## config.mk

```make
export PLATFORM = sky130hd
export DESIGN_NAME = segment_count_and_index_mapper_flat
export DESIGN_NICKNAME = d
export VERILOG_FILES = /design/src/sv/scim_pkg.sv /design/src/sv/scim_if.sv /design/src/sv/scim_ram.sv /design/src/sv/scim_div.sv /design/src/sv/segment_count_and_index_mapper.sv /design/src/flat_wrapper.sv
export VERILOG_INCLUDE_DIRS = /design/src /design/src/sv
export SDC_FILE = /design/constraint.sdc
export NUM_CORES = 2
export LEC_CHECK = 0
export ABC_CLOCK_PERIOD_IN_PS = 13600
export BUFFER_PORTS_ARGS = -buffer_cell sky130_fd_sc_hd__buf_2
export CORE_MARGIN = 10
export CORE_UTILIZATION = 30
export CTS_BUF_LIST = sky130_fd_sc_hd__clkbuf_4 sky130_fd_sc_hd__clkbuf_8
export DETAILED_ROUTE_END_ITERATION = 8
export PLACE_DENSITY = 0.52
export SYNTH_ARGS = -nofsm -noshare
export SYNTH_HDL_FRONTEND = slang
export SYNTH_SLANG_ARGS = --single-unit
```

## constraint.sdc

```tcl
create_clock -name clk_i -period 13.6 [get_ports clk_i]
set_input_delay 2.72 -clock clk_i [delete_from_list [all_inputs] [get_ports clk_i]]
set_output_delay 2.72 -clock clk_i [all_outputs]
set_load 0.03 [all_outputs]
```

## src/sv/segment_count_and_index_mapper_macros.svh

```systemverilog
// Assertion shorthands for the segment mapper. Each use sits on a line of its own.
`ifndef SEGMENT_COUNT_AND_INDEX_MAPPER_MACROS_SVH
`define SEGMENT_COUNT_AND_INDEX_MAPPER_MACROS_SVH

// A property that must hold at every clock edge outside reset.
`define SCIM_ASSERT(label, prop) \
  label: assert property (@(posedge clk_i) disable iff (!rst_ni) (prop)) \
    else $error("scim: assertion failed");

// A condition that, once seen, must be followed by another one in the next cycle.
`define SCIM_ASSERT_NEXT(label, ante, cons) \
  label: assert property (@(posedge clk_i) disable iff (!rst_ni) (ante) |=> (cons)) \
    else $error("scim: assertion failed");

`endif

```

## src/sv/scim_pkg.sv

```systemverilog
package scim_pkg;

  localparam int MaxBootstrap = 16;

  localparam int KindW   = 2;
  localparam int EntryW  = 4;
  localparam int ValueW  = 64;
  localparam int ResultW = 32;
  localparam int StatusW = 2;
  localparam int ModeW   = 2;
  localparam int DurW    = 32;
  localparam int ApbAddrW = 3;
  localparam int ApbDataW = 32;

  // Item kinds.
  localparam logic [KindW-1:0] KindLoad  = 2'd0;
  localparam logic [KindW-1:0] KindCount = 2'd1;
  localparam logic [KindW-1:0] KindIndex = 2'd2;

  // Result status codes.
  localparam logic [StatusW-1:0] StOk       = 2'd0;
  localparam logic [StatusW-1:0] StInvalid  = 2'd1;
  localparam logic [StatusW-1:0] StBadEntry = 2'd2;

  // Count rounding modes; the unused code behaves as ceiling.
  localparam logic [ModeW-1:0] ModeCeil  = 2'd0;
  localparam logic [ModeW-1:0] ModeFloor = 2'd1;
  localparam logic [ModeW-1:0] ModeRound = 2'd2;

  // Register indexes, taken from the word address.
  localparam logic RegSegDur    = 1'b0;
  localparam logic RegCountMode = 1'b1;

  localparam logic [DurW-1:0]  SegDurReset = 32'd10000;
  localparam logic [ModeW-1:0] ModeReset   = ModeCeil;

  // Largest regular count headroom: 2^32 - 1 - 2, less the table length.
  localparam logic [DurW-1:0] OvfBase = 32'hFFFF_FFFD;

endpackage

```

## src/sv/scim_if.sv

```systemverilog
interface scim_req_if;
  logic                             valid;
  logic                             ready;
  logic [scim_pkg::KindW-1:0]       kind;
  logic [scim_pkg::EntryW-1:0]      entry_index;
  logic [scim_pkg::ValueW-1:0]      value;

  modport source (output valid, output kind, output entry_index, output value, input ready);
  modport sink   (input valid, input kind, input entry_index, input value, output ready);
endinterface

interface scim_rsp_if;
  logic                             valid;
  logic                             ready;
  logic [scim_pkg::ResultW-1:0]     result;
  logic [scim_pkg::StatusW-1:0]     status;

  modport source (output valid, output result, output status, input ready);
  modport sink   (input valid, input result, input status, output ready);
endinterface

```

## src/sv/scim_ram.sv

```systemverilog
module scim_ram #(
  parameter int Width = 64,
  parameter int Depth = scim_pkg::MaxBootstrap,
  localparam int AddrW = (Depth > 1) ? $clog2(Depth) : 1
) (
  input  logic             clk_i,
  input  logic             we_i,
  input  logic [AddrW-1:0] waddr_i,
  input  logic [Width-1:0] wdata_i,
  input  logic [AddrW-1:0] raddr_i,
  output logic [Width-1:0] rdata_o
);

  logic [Width-1:0] mem_q [Depth];
  logic [Width-1:0] rdata_q;

  always_ff @(posedge clk_i) begin
    if (we_i) begin
      mem_q[waddr_i] <= wdata_i;
    end
    rdata_q <= mem_q[raddr_i];
  end

  assign rdata_o = rdata_q;

endmodule

```

## src/sv/scim_div.sv

```systemverilog
module scim_div (
  input  logic                        clk_i,
  input  logic                        rst_ni,
  input  logic                        start_i,
  input  logic [scim_pkg::ValueW-1:0] dividend_i,
  input  logic [scim_pkg::DurW-1:0]   divisor_i,
  output logic                        done_o,
  output logic [scim_pkg::ValueW-1:0] quotient_o,
  output logic                        rem_nz_o
);

  localparam int DivW  = scim_pkg::ValueW;
  localparam int DsrW  = scim_pkg::DurW;
  localparam int StepW = $clog2(DivW);
  localparam logic [StepW-1:0] LastStep = StepW'(DivW - 1);

  logic             busy_q;
  logic             done_q;
  logic [StepW-1:0] step_q;
  logic [DivW-1:0]  quo_q;
  logic [DsrW-1:0]  rem_q;
  logic [DsrW-1:0]  dsr_q;
  logic [DsrW:0]    shifted;
  logic             fits;
  logic [DsrW-1:0]  rem_next;

  // Restoring division, one quotient bit per cycle, most significant first.
  always_comb begin
    shifted  = {rem_q, quo_q[DivW-1]};
    fits     = shifted >= {1'b0, dsr_q};
    rem_next = fits ? DsrW'(shifted - {1'b0, dsr_q}) : shifted[DsrW-1:0];
  end

  always_ff @(posedge clk_i or negedge rst_ni) begin
    if (!rst_ni) begin
      busy_q <= 1'b0;
      done_q <= 1'b0;
      step_q <= '0;
    end else begin
      done_q <= 1'b0;
      if (start_i) begin
        busy_q <= 1'b1;
        step_q <= '0;
      end else if (busy_q) begin
        step_q <= step_q + 1'b1;
        if (step_q == LastStep) begin
          busy_q <= 1'b0;
          done_q <= 1'b1;
        end
      end
    end
  end

  always_ff @(posedge clk_i) begin
    if (start_i) begin
      quo_q <= dividend_i;
      rem_q <= '0;
      dsr_q <= divisor_i;
    end else if (busy_q) begin
      quo_q <= {quo_q[DivW-2:0], fits};
      rem_q <= rem_next;
    end
  end

  assign done_o     = done_q;
  assign quotient_o = quo_q;
  assign rem_nz_o   = rem_q != '0;

endmodule

```

## src/sv/segment_count_and_index_mapper.sv

```systemverilog
// A load passes the prepare and load states, a table lookup walks the loaded entries in
// turn, and some counts and indexes use the 64-step serial divider. One item is worked on
// at a time; the next input is taken once the result has moved to the output register, so
// the block cannot take a new item before the last one is through. Reset (asynchronous,
// low) empties the table, clears the total and restores the register defaults.
module segment_count_and_index_mapper #(
  parameter int MaxBootstrap = scim_pkg::MaxBootstrap
) (
  input  logic                          clk_i,
  input  logic                          rst_ni,
  scim_req_if.sink                      req_i,
  scim_rsp_if.source                    rsp_o,
  input  logic                          psel,
  input  logic                          penable,
  input  logic                          pwrite,
  input  logic [scim_pkg::ApbAddrW-1:0] paddr,
  input  logic [scim_pkg::ApbDataW-1:0] pwdata,
  output logic [scim_pkg::ApbDataW-1:0] prdata,
  output logic                          pready
);

  localparam int AddrW = (MaxBootstrap > 1) ? $clog2(MaxBootstrap) : 1;
  localparam int CntW  = $clog2(MaxBootstrap + 1);
  localparam int DurW  = scim_pkg::DurW;
  localparam int ValW  = scim_pkg::ValueW;
  localparam int EntW  = 2 * DurW;

  typedef enum logic [6:0] {
    SIdle   = 7'b0000001,
    SPrep   = 7'b0000010,
    SLoad   = 7'b0000100,
    SCheck  = 7'b0001000,
    SDiv    = 7'b0010000,
    SWalk   = 7'b0100000,
    SFinish = 7'b1000000
  } state_e;

  state_e                          state_q, state_d;
  logic [scim_pkg::KindW-1:0]      kind_q;
  logic [scim_pkg::EntryW-1:0]     idx_q;
  logic [ValW-1:0]                 val_q;
  logic [ValW-1:0]                 work_q, work_d;
  logic [ValW-1:0]                 prod_q, prod_d;
  logic [CntW-1:0]                 walk_q, walk_d;
  logic [DurW-1:0]                 prev_end_q, prev_end_d;
  logic [scim_pkg::ResultW-1:0]    res_q, res_d;
  logic [scim_pkg::StatusW-1:0]    st_q, st_d;
  logic [CntW-1:0]                 bc_q, bc_d;
  logic [DurW-1:0]                 total_q, total_d;
  logic [DurW-1:0]                 sd_q;
  logic [scim_pkg::ModeW-1:0]      mode_q;
  logic                            out_valid_q;
  logic [scim_pkg::ResultW-1:0]    out_res_q;
  logic [scim_pkg::StatusW-1:0]    out_st_q;

  logic                            ram_we;
  logic [AddrW-1:0]                ram_raddr;
  logic [EntW-1:0]                 ram_wdata;
  logic [EntW-1:0]                 ram_rdata;
  logic [DurW-1:0]                 rd_dur;
  logic [DurW-1:0]                 rd_end;

  logic                            div_start;
  logic [ValW-1:0]                 div_dividend;
  logic                            div_done;
  logic [ValW-1:0]                 div_quo;
  logic                            div_rem_nz;

  logic                            is_ceil;
  logic                            is_floor;
  logic                            is_round;
  logic                            in_accept;
  logic                            out_take;
  logic                            cfg_wr;
  logic                            ld_bad;
  logic                            cnt_regular;
  logic [DurW-1:0]                 ovf_k;
  logic [DurW-1:0]                 ld_start;
  logic [DurW:0]                   ld_end;
  logic [ValW:0]                   sum;
  logic [ValW:0]                   th;
  logic                            walk_pass;
  logic                            walk_last;

  assign is_floor  = mode_q == scim_pkg::ModeFloor;
  assign is_round  = mode_q == scim_pkg::ModeRound;
  assign is_ceil   = !is_floor && !is_round;
  assign in_accept = req_i.valid && req_i.ready;
  assign out_take  = out_valid_q && rsp_o.ready;
  assign rd_dur    = ram_rdata[EntW-1:DurW];
  assign rd_end    = ram_rdata[DurW-1:0];

  // Configuration port.
  assign pready = 1'b1;
  assign cfg_wr = psel && penable && pwrite;
  assign prdata = (paddr[2] == scim_pkg::RegCountMode) ?
                  {{(scim_pkg::ApbDataW - scim_pkg::ModeW){1'b0}}, mode_q} : sd_q;

  always_ff @(posedge clk_i or negedge rst_ni) begin
    if (!rst_ni) begin
      sd_q   <= scim_pkg::SegDurReset;
      mode_q <= scim_pkg::ModeReset;
    end else if (cfg_wr) begin
      if (paddr[2] == scim_pkg::RegSegDur) begin
        sd_q <= pwdata;
      end else begin
        mode_q <= pwdata[scim_pkg::ModeW-1:0];
      end
    end
  end

  // Both per-entry values share one memory word: duration above, end offset below.
  scim_ram #(
    .Width (EntW),
    .Depth (MaxBootstrap)
  ) u_table (
    .clk_i   (clk_i),
    .we_i    (ram_we),
    .waddr_i (AddrW'(idx_q)),
    .wdata_i (ram_wdata),
    .raddr_i (ram_raddr),
    .rdata_o (ram_rdata)
  );

  scim_div u_div (
    .clk_i      (clk_i),
    .rst_ni     (rst_ni),
    .start_i    (div_start),
    .dividend_i (div_dividend),
    .divisor_i  (sd_q),
    .done_o     (div_done),
    .quotient_o (div_quo),
    .rem_nz_o   (div_rem_nz)
  );

  always_comb begin
    ld_bad = (32'(idx_q) >= 32'(MaxBootstrap)) || (32'(idx_q) > 32'(bc_q)) ||
             (val_q == '0) || (val_q[ValW-1:DurW] != '0);
    cnt_regular = is_ceil ? (val_q > ValW'(total_q)) : (val_q >= ValW'(total_q));
    ovf_k       = scim_pkg::OvfBase - DurW'(bc_q);
    ld_start    = (idx_q == '0) ? '0 : rd_end;
    ld_end      = {1'b0, ld_start} + {1'b0, val_q[DurW-1:0]};
    ram_wdata   = {val_q[DurW-1:0], ld_end[DurW-1:0]};
    th          = is_floor ? (ValW+1)'(rd_end)
                           : (ValW+1)'(prev_end_q) + (ValW+1)'(rd_dur >> 1);
    walk_last   = (32'(walk_q) + 32'd1) >= 32'(bc_q);
    sum         = (ValW+1)'(bc_q) + {1'b0, div_quo} +
                  (ValW+1)'((kind_q == scim_pkg::KindCount) && is_ceil && div_rem_nz);

    // The first count step only primes the previous end offset.
    if (kind_q == scim_pkg::KindIndex) begin
      walk_pass = val_q >= ValW'(rd_end);
    end else if (walk_q == '0) begin
      walk_pass = 1'b1;
    end else if (is_ceil) begin
      walk_pass = val_q > ValW'(prev_end_q);
    end else begin
      walk_pass = {1'b0, val_q} >= th;
    end
  end

  always_comb begin
    state_d      = state_q;
    work_d       = work_q;
    prod_d       = prod_q;
    walk_d       = walk_q;
    prev_end_d   = prev_end_q;
    res_d        = res_q;
    st_d         = st_q;
    bc_d         = bc_q;
    total_d      = total_q;
    ram_we       = 1'b0;
    ram_raddr    = '0;
    div_start    = 1'b0;
    div_dividend = work_q;

    case (state_q)
      SIdle: begin
        if (req_i.valid) begin
          state_d = SPrep;
        end
      end
      SPrep: begin
        res_d  = '0;
        st_d   = scim_pkg::StOk;
        walk_d = '0;
        case (kind_q)
          scim_pkg::KindLoad: begin
            ram_raddr = AddrW'(32'(idx_q) - 32'd1);
            if (ld_bad) begin
              st_d    = scim_pkg::StBadEntry;
              state_d = SFinish;
            end else begin
              state_d = SLoad;
            end
          end
          scim_pkg::KindCount: begin
            if (val_q == '0) begin
              state_d = SFinish;
            end else if (cnt_regular) begin
              work_d  = val_q - ValW'(total_q);
              prod_d  = sd_q * ovf_k;
              state_d = SCheck;
            end else begin
              state_d = SWalk;
            end
          end
          scim_pkg::KindIndex: begin
            if (val_q >= ValW'(total_q)) begin
              if (sd_q == '0) begin
                st_d    = scim_pkg::StInvalid;
                state_d = SFinish;
              end else begin
                div_start    = 1'b1;
                div_dividend = val_q - ValW'(total_q);
                state_d      = SDiv;
              end
            end else begin
              state_d = SWalk;
            end
          end
          default: begin
            state_d = SFinish;
          end
        endcase
      end
      SLoad: begin
        if (ld_end[DurW]) begin
          st_d = scim_pkg::StBadEntry;
        end else begin
          ram_we  = 1'b1;
          bc_d    = CntW'(32'(idx_q) + 32'd1);
          total_d = ld_end[DurW-1:0];
        end
        state_d = SFinish;
      end
      SCheck: begin
        if ((work_q > prod_q) || (sd_q == '0)) begin
          st_d    = scim_pkg::StInvalid;
          state_d = SFinish;
        end else begin
          div_start    = 1'b1;
          div_dividend = is_round ? work_q + ValW'(sd_q >> 1) : work_q;
          state_d      = SDiv;
        end
      end
      SDiv: begin
        if (div_done) begin
          if ((kind_q == scim_pkg::KindCount) && (sum == '0)) begin
            res_d = 32'd1;
          end else if (sum[ValW:scim_pkg::ResultW] != '0) begin
            st_d = scim_pkg::StInvalid;
          end else begin
            res_d = sum[scim_pkg::ResultW-1:0];
          end
          state_d = SFinish;
        end
      end
      SWalk: begin
        // The memory output holds entry walk_q; the next entry is read meanwhile.
        ram_raddr = AddrW'(32'(walk_q) + 32'd1);
        if (!walk_pass) begin
          res_d   = 32'(walk_q);
          state_d = SFinish;
        end else if (walk_last) begin
          res_d   = 32'(walk_q) + 32'd1;
          state_d = SFinish;
        end else begin
          walk_d     = walk_q + 1'b1;
          prev_end_d = rd_end;
        end
      end
      SFinish: begin
        if (!out_valid_q || rsp_o.ready) begin
          state_d = SIdle;
        end
      end
      default: begin
        state_d = SIdle;
      end
    endcase
  end

  always_ff @(posedge clk_i or negedge rst_ni) begin
    if (!rst_ni) begin
      state_q     <= SIdle;
      bc_q        <= '0;
      total_q     <= '0;
      out_valid_q <= 1'b0;
    end else begin
      state_q <= state_d;
      bc_q    <= bc_d;
      total_q <= total_d;
      if ((state_q == SFinish) && (!out_valid_q || rsp_o.ready)) begin
        out_valid_q <= 1'b1;
      end else if (out_take) begin
        out_valid_q <= 1'b0;
      end
    end
  end

  always_ff @(posedge clk_i) begin
    if (in_accept) begin
      kind_q <= req_i.kind;
      idx_q  <= req_i.entry_index;
      val_q  <= req_i.value;
    end
    work_q     <= work_d;
    prod_q     <= prod_d;
    walk_q     <= walk_d;
    prev_end_q <= prev_end_d;
    res_q      <= res_d;
    st_q       <= st_d;
    if ((state_q == SFinish) && (!out_valid_q || rsp_o.ready)) begin
      out_res_q <= res_q;
      out_st_q  <= st_q;
    end
  end

  assign req_i.ready  = state_q == SIdle;
  assign rsp_o.valid  = out_valid_q;
  assign rsp_o.result = out_res_q;
  assign rsp_o.status = out_st_q;

`include "segment_count_and_index_mapper_macros.svh"

  `SCIM_ASSERT(a_table_write_in_load, ram_we |-> (state_q == SLoad))
  `SCIM_ASSERT(a_div_done_in_div, div_done |-> (state_q == SDiv))
  `SCIM_ASSERT(a_count_bounded, 32'(bc_q) <= 32'(MaxBootstrap))
  `SCIM_ASSERT_NEXT(a_busy_after_accept, in_accept, !req_i.ready)

endmodule

```

## src/flat_wrapper.sv

```systemverilog
// flat-port wrapper written by rule: the top's interface ports become plain ports
module segment_count_and_index_mapper_flat 
#(
  parameter int MaxBootstrap = scim_pkg::MaxBootstrap
)
  (clk_i, rst_ni, psel, penable, pwrite, paddr, pwdata, prdata, pready, req_i_valid, req_i_kind, req_i_entry_index, req_i_value, req_i_ready, rsp_o_valid, rsp_o_result, rsp_o_status, rsp_o_ready);
  scim_req_if req_i_i ();
  scim_rsp_if rsp_o_i ();
  input  logic clk_i;
  input  logic rst_ni;
  input  logic psel;
  input  logic penable;
  input  logic pwrite;
  input  logic [scim_pkg::ApbAddrW-1:0] paddr;
  input  logic [scim_pkg::ApbDataW-1:0] pwdata;
  output logic [scim_pkg::ApbDataW-1:0] prdata;
  output logic pready;
  input wire logic [$bits(req_i_i.valid)-1:0] req_i_valid;
  input wire logic [$bits(req_i_i.kind)-1:0] req_i_kind;
  input wire logic [$bits(req_i_i.entry_index)-1:0] req_i_entry_index;
  input wire logic [$bits(req_i_i.value)-1:0] req_i_value;
  output wire logic [$bits(req_i_i.ready)-1:0] req_i_ready;
  output wire logic [$bits(rsp_o_i.valid)-1:0] rsp_o_valid;
  output wire logic [$bits(rsp_o_i.result)-1:0] rsp_o_result;
  output wire logic [$bits(rsp_o_i.status)-1:0] rsp_o_status;
  input wire logic [$bits(rsp_o_i.ready)-1:0] rsp_o_ready;
  assign req_i_i.valid = req_i_valid;
  assign req_i_i.kind = req_i_kind;
  assign req_i_i.entry_index = req_i_entry_index;
  assign req_i_i.value = req_i_value;
  assign req_i_ready = req_i_i.ready;
  assign rsp_o_valid = rsp_o_i.valid;
  assign rsp_o_result = rsp_o_i.result;
  assign rsp_o_status = rsp_o_i.status;
  assign rsp_o_i.ready = rsp_o_ready;
  segment_count_and_index_mapper #(.MaxBootstrap(MaxBootstrap)) u_core (.clk_i(clk_i), .rst_ni(rst_ni), .req_i(req_i_i), .rsp_o(rsp_o_i), .psel(psel), .penable(penable), .pwrite(pwrite), .paddr(paddr), .pwdata(pwdata), .prdata(prdata), .pready(pready));
endmodule
```

# Word level (Yosys, flattened, before mapping)
# Memories as Yosys holds them, arrays and structs flattened. A register that Yosys moved wholly into a read port is not among the register bits.
# Cells that the tools add are included.
# totals
ff_bits,518
mem_bits_rw,1024
in_bits,112
out_inout_bits,69
elab_cells,182
n_memories,1
# memory_table
name,words,word_bits,rd,rd_ports_with_merged_regs,write_ports,line_no,rtl
u_core.u_table.mem_q,16,64,1,1,1,scim_ram.sv:14,logic [Width-1:0] mem_q [Depth];
# classes
add_sub_neg,13
n_mul,1
magnitude_cmp,9
n_eq_ne,23
mux,69
bitwise,4
reduce_logical,39
# ops
cell,count
$mux 64,7
$mux 32,8
$ge 64x32->1,2
$gt 64x32->1,2
$pmux 64 s2,1
$pmux 32 s3,1
$mux 7,10
$add 5x64->65,1
$add 65x1->65,1
$ge 64x65->1,1
$logic_not 65->1,1
$mux 65,1
$add 64x31->64,1
$gt 64x64->1,1
$logic_not 64->1,1
$mul 32x32->64,1
$reduce_bool 32->1,2
$sub 64x32->64,1
$pmux 7 s7,1
$add 32x31->33,1
$add 32x32->33,1
$ge 33x32->1,1
$reduce_bool 33->1,1
$ge 32x5->1,1
48 further kinds,109

# Longest topological paths before layout
# depth
depth_word,11
ltp_mapped,31
ltp_nobuf,29

# Hierarchy
# A second synthesis with hierarchy kept.
# hier_totals
hier_cells,7470
hier_area_um2,96984.3
# by_module_without_submodules
module,instances,cells_per_inst,area_per_inst_um2,seq_area_each_um2
segment_count_and_index_mapper,1,5150,49877.8,11083.1
scim_ram,1,1647,39581.7,32030.7
scim_div,1,673,7524.7,3723.6

# Worst setup path before layout
# OpenSTA, ideal clock, no wires.
# synth_timing
path_type,flip-flop to flip-flop
from,register u_core.val_q[20]
to,"register u_core.prod_q[0], enable pin"
setup_ps,773
arrival_time_ps,11048
required_ps,12827
setup_slack_ps,1779
path_stages_with_launch,12
path_buffers,1
period_less_slack_ps,11821
path_cell_list,edfxtp_1 ha_1 clkbuf_1 nand4_1 or3_1 o21ai_1 nor4_1 a21boi_0 o21a_1 nand2_1 a21oi_1 nor3_1
# synth_between
elab_chain_len,3
elab_cells_between_ends,6
cone_classes,2 x order compare; 1 x mux; 1 x bitwise; 2 x reduce/logical
# synth_lines
item,line_no,rtl
"start, declared",segment_count_and_index_mapper.sv:41,logic [ValW-1:0] val_q;
"start signal, assigned",segment_count_and_index_mapper.sv:306,val_q <= req_i.value;
"$ge 64x32->1, or another cell as far along",segment_count_and_index_mapper.sv:139,cnt_regular = is_ceil ? (val_q > ValW'(total_q)) : (val_q >= ValW'(total_q));
$mux 1 / $not 1->1 (equally long branches),n/a,
$reduce_and 4->1 (no source line) *,n/a,
"end signal, assigned",segment_count_and_index_mapper.sv:309,prod_q <= prod_d;
"end, declared",segment_count_and_index_mapper.sv:43,"logic [ValW-1:0] prod_q, prod_d;"
# Mark *: on every way between the ends. The rest lies on a longest branch, timed or not.
# A chain may end at the register's enable or synchronous reset.

# Final worst setup path
# layout_timing
from,register u_core.bc_q[1]
to,register u_core.prod_q[63] (data pin)
# layout_between
elab_chain_len,2
# layout_lines
item,line_no,rtl
"start, declared",segment_count_and_index_mapper.sv:48,"logic [CntW-1:0] bc_q, bc_d;"
"start signal, assigned",segment_count_and_index_mapper.sv:287,bc_q <= '0;
"start signal, assigned",segment_count_and_index_mapper.sv:292,bc_q <= bc_d;
$sub 3x6->7,segment_count_and_index_mapper.sv:140,ovf_k = scim_pkg::OvfBase - DurW'(bc_q);
$mul 32x32->64,segment_count_and_index_mapper.sv:202,prod_d = sd_q * ovf_k;
# No other way between the ends.

==> results.toml <==
[detailed_routing]
routed-via-count = 67700
dr.pass1.iters = 8
first_iter_violations = 5593
routed_wl_mm = 314
drtAntennaViolNets = 0
drcViolationCount = 0
vias_per_cell = 5.10
wl_per_cell_um = 23.7

[logic_synthesis]
synthXorXnorAreaFrac_pct = 2.85
synthTopCellsByCount = "1407 x edfxtp_1, 900 x inv_1, 830 x nand2_1"
syn_area_sq_mm = 0.0976
synth-edff-count = 1407
synth_top_area_share_pct = 43.3
synth.area.top_cells = "edfxtp_1 43%, fa_1 12%, ha_1 7.7%"
synth_sequential_area_ratio_pct = 47.5
ys_ff_latch = 1589
synth_top_family_by_area = "adder cells"
avgSynthCellArea_sq_um = 11.5
synthFlopType = "edfxtp_1"
synth_nets = 9791
yosys_warnings = 0
async_flop_share_pct = 5.48
synth_fa_ha_area_share_pct = 20.1
synth.largest_area_cell = "edfxtp_1"
syn_inst = 8477
synth_cell_type_count = 94
synth_simple_gate_area_share_pct = 10.8
synth.most_common_cell = "edfxtp_1"
synth_compound_area_share_pct = 12.4
synth_mux_area_share_pct = 1.43

[global_routing]
grtUsageTotal_pct = 17.6
grt_pass1_vias = 68300
grt_first_pass_wirelength_mm = 464
grt_max_degree = 193
overflow = 0
antenna_found_initial = 32

[finish]
finalNetCount = 10000
regArea_sq_mm = 0.0463
drive_above_1_share_pct = 10.5
multi_input_area_sq_mm = 0.0467
final.fill_count = 32200
area_delta_synth_final_pct = 12.2

[min_path]
worstHoldStart = "u_core.res_q[20]$_DFFE_PP_"
hp-class = "register to register"

[setup_path]
critPathCapture = "u_core.prod_q[63]$_DFFE_PP_"
cp.depth = 28
crit_start = "u_core.bc_q[1]$_DFFE_PN0P_"
max_stage_delay_ns = 0.56
worst_path_max_delay_cell = "fa_1"
worst-path-buf-inv = 6
rrSetupSlack_ns = 3.95
worst_r2r_path_depth = 28
path_class = "register to register"
arrival_ns = 10.35
critPathMaxFanout = 32
critPathMostFrequentCell = "fa_1"
cp-start-kind = "register"
cp.required_ns = 14.30
crit_family = "adder cells"
r2r-start = "u_core.bc_q[1]$_DFFE_PN0P_"
endpoint_kind = "register"
regToRegEndpoint = "u_core.prod_q[63]$_DFFE_PP_"

[sta]
fmaxAchievable_mhz = 104
setup_viol = 0
tightest_slew_ns = 1.50
rsz0062_at_grt = "false"
timing.final.hold_violations = 0
tns_ns = 0
fin_crit_sh_pct = 71.0
relSlewSlack_pct = -0.861
final_max_slew_viol_count = 18
skew_ns = 0.114
min_period_ns = 9.65

[place]
gp_congestion = 0.929
port_buffers = 177
dp_hpwl_mm = 223

[clocking]
clk_pin_slew_ns = 0.06
post_cts_resized = 0
ctsHoldBuffers = 0
cts_root_buf = "clkbuf_8"
cts_max_level = 5
clockBufferDepth = 4
clock_latency_ns = 0.97
cts_tree = "done"
cts_buffers = 275
post-cts-setup-buffers = 0
clkSinkCount = 1589

[die]
ioPinCount = 181
die_area_sq_mm = 0.349
core-area_sq_mm = 0.324
placementRows = 209
die_w_um = 590
die_h_um = 590
start_util_pct = 30.1

[run_status]
violations = "capacitance limit, slew limit"
status = "complete, but fails checks"

[run]
drv_cap = 1
==> layout make-up <==
type,count,area share [%]
multi-input combinational,5627,42.6
sequential,1589,42.3
antenna,15,0.0343
timing repair buffer,326,1.89
clock buffer,385,4.36
clock inverter,101,0.777
tap,4325,4.94
inverter,903,3.10
==> state kept, by name, summed over array words and instances (netlist names), 4 cells and up <==
signal                   count
u_core.bc_q                  5
u_core.idx_q                 4
u_core.prev_end_q           32
u_core.prod_q               64
u_core.res_q                32
u_core.rsp_o.result         32
u_core.sd_q                 32
u_core.state_q               7
u_core.total_q              32
u_core.u_div.dsr_q          32
u_core.u_div.quotient_o     64
u_core.u_div.rem_q          32
u_core.u_div.step_q          6
u_core.u_table.mem_q      1008
u_core.u_table.rdata_o      63
u_core.val_q                64
u_core.walk_q                5
u_core.work_q               64
==> metal layers <==
layer / vias up / global-route usage [%] / part of all wire (%)
met5: - / 0 / 0.046
met4: 22 / 4.77 / 2.8
met3: 430 / 2.96 / 6.3
met2: 2148 / 28.3 / 46
met1: 34200 / 24.5 / 45
li1: 30900 / - / -
==> worst min-delay path by stage <==
| stage | to | slack [ns] | cells after the start |
|---|---|---|---|
| 2_1_floorplan | u_core.rsp_o.result[0]$_DFFE_PP_ | 0.40 | 0 |
| 3_3_place_gp | u_core.rsp_o.result[8]$_DFFE_PP_ | 0.40 | 0 |
| 3_5_place_dp | u_core.rsp_o.result[19]$_DFFE_PP_ | 0.41 | 0 |
| 4_1_cts | u_core.rsp_o.result[20]$_DFFE_PP_ | 0.41 | 0 |
| 5_1_grt | u_core.rsp_o.result[8]$_DFFE_PP_ | 0.42 | 0 |
| 6_report | u_core.rsp_o.result[20]$_DFFE_PP_ | 0.41 | 0 |
==> cell usage in the layout (no fill, tap or decap), types with 86 or more instances in the layout <==
cell type	Yosys	final
edfxtp_1	1407	1407
dfxtp_1	95	95
inv_1	900	899
nand2_1	830	829
xnor2_1	202	197
a31oi_1	178	178
ha_1	597	596
a311oi_1	130	130
clkbuf_8	0	301
buf_2	20	176
buf_4	5	145
xor2_1	116	116
fa_1	605	605
a21o_1	174	174
o21ai_0	194	194
nand3_1	103	103
and2_1	346	344
a211oi_1	350	350
nor3_1	88	86
nand4_1	100	100
nor2_1	356	356
a21oi_1	453	453
==> per-stage QoR <==
stage	cell area, sq um	std cells	hold WS (ns)	setup slack [ns]	util, %
floorplan	97600	8477	0.400	1.78	-
detailed placement	104000	12800	0.405	3.82	32.1
CTS	110000	13300	0.407	3.87	33.8
global route	110000	13300	0.422	3.44	33.8
global placement	104000	12800	0.402	3.81	32.1
finish	110000	13300	0.414	3.95	33.8
==> kinds of logic after synthesis <==
group	count (synthesis)
adder cells (fa/ha/maj)	1202
AO/OA/AOI/OAI	1806
other	1
flip-flops	1589
AND/OR/NAND/NOR	2170
multiplexers	130
buffers and inverters	1261
XOR/XNOR	318
Power is not shown: default switching activity piles up to over one toggle a cycle in this logic, so the estimate is an artifact.
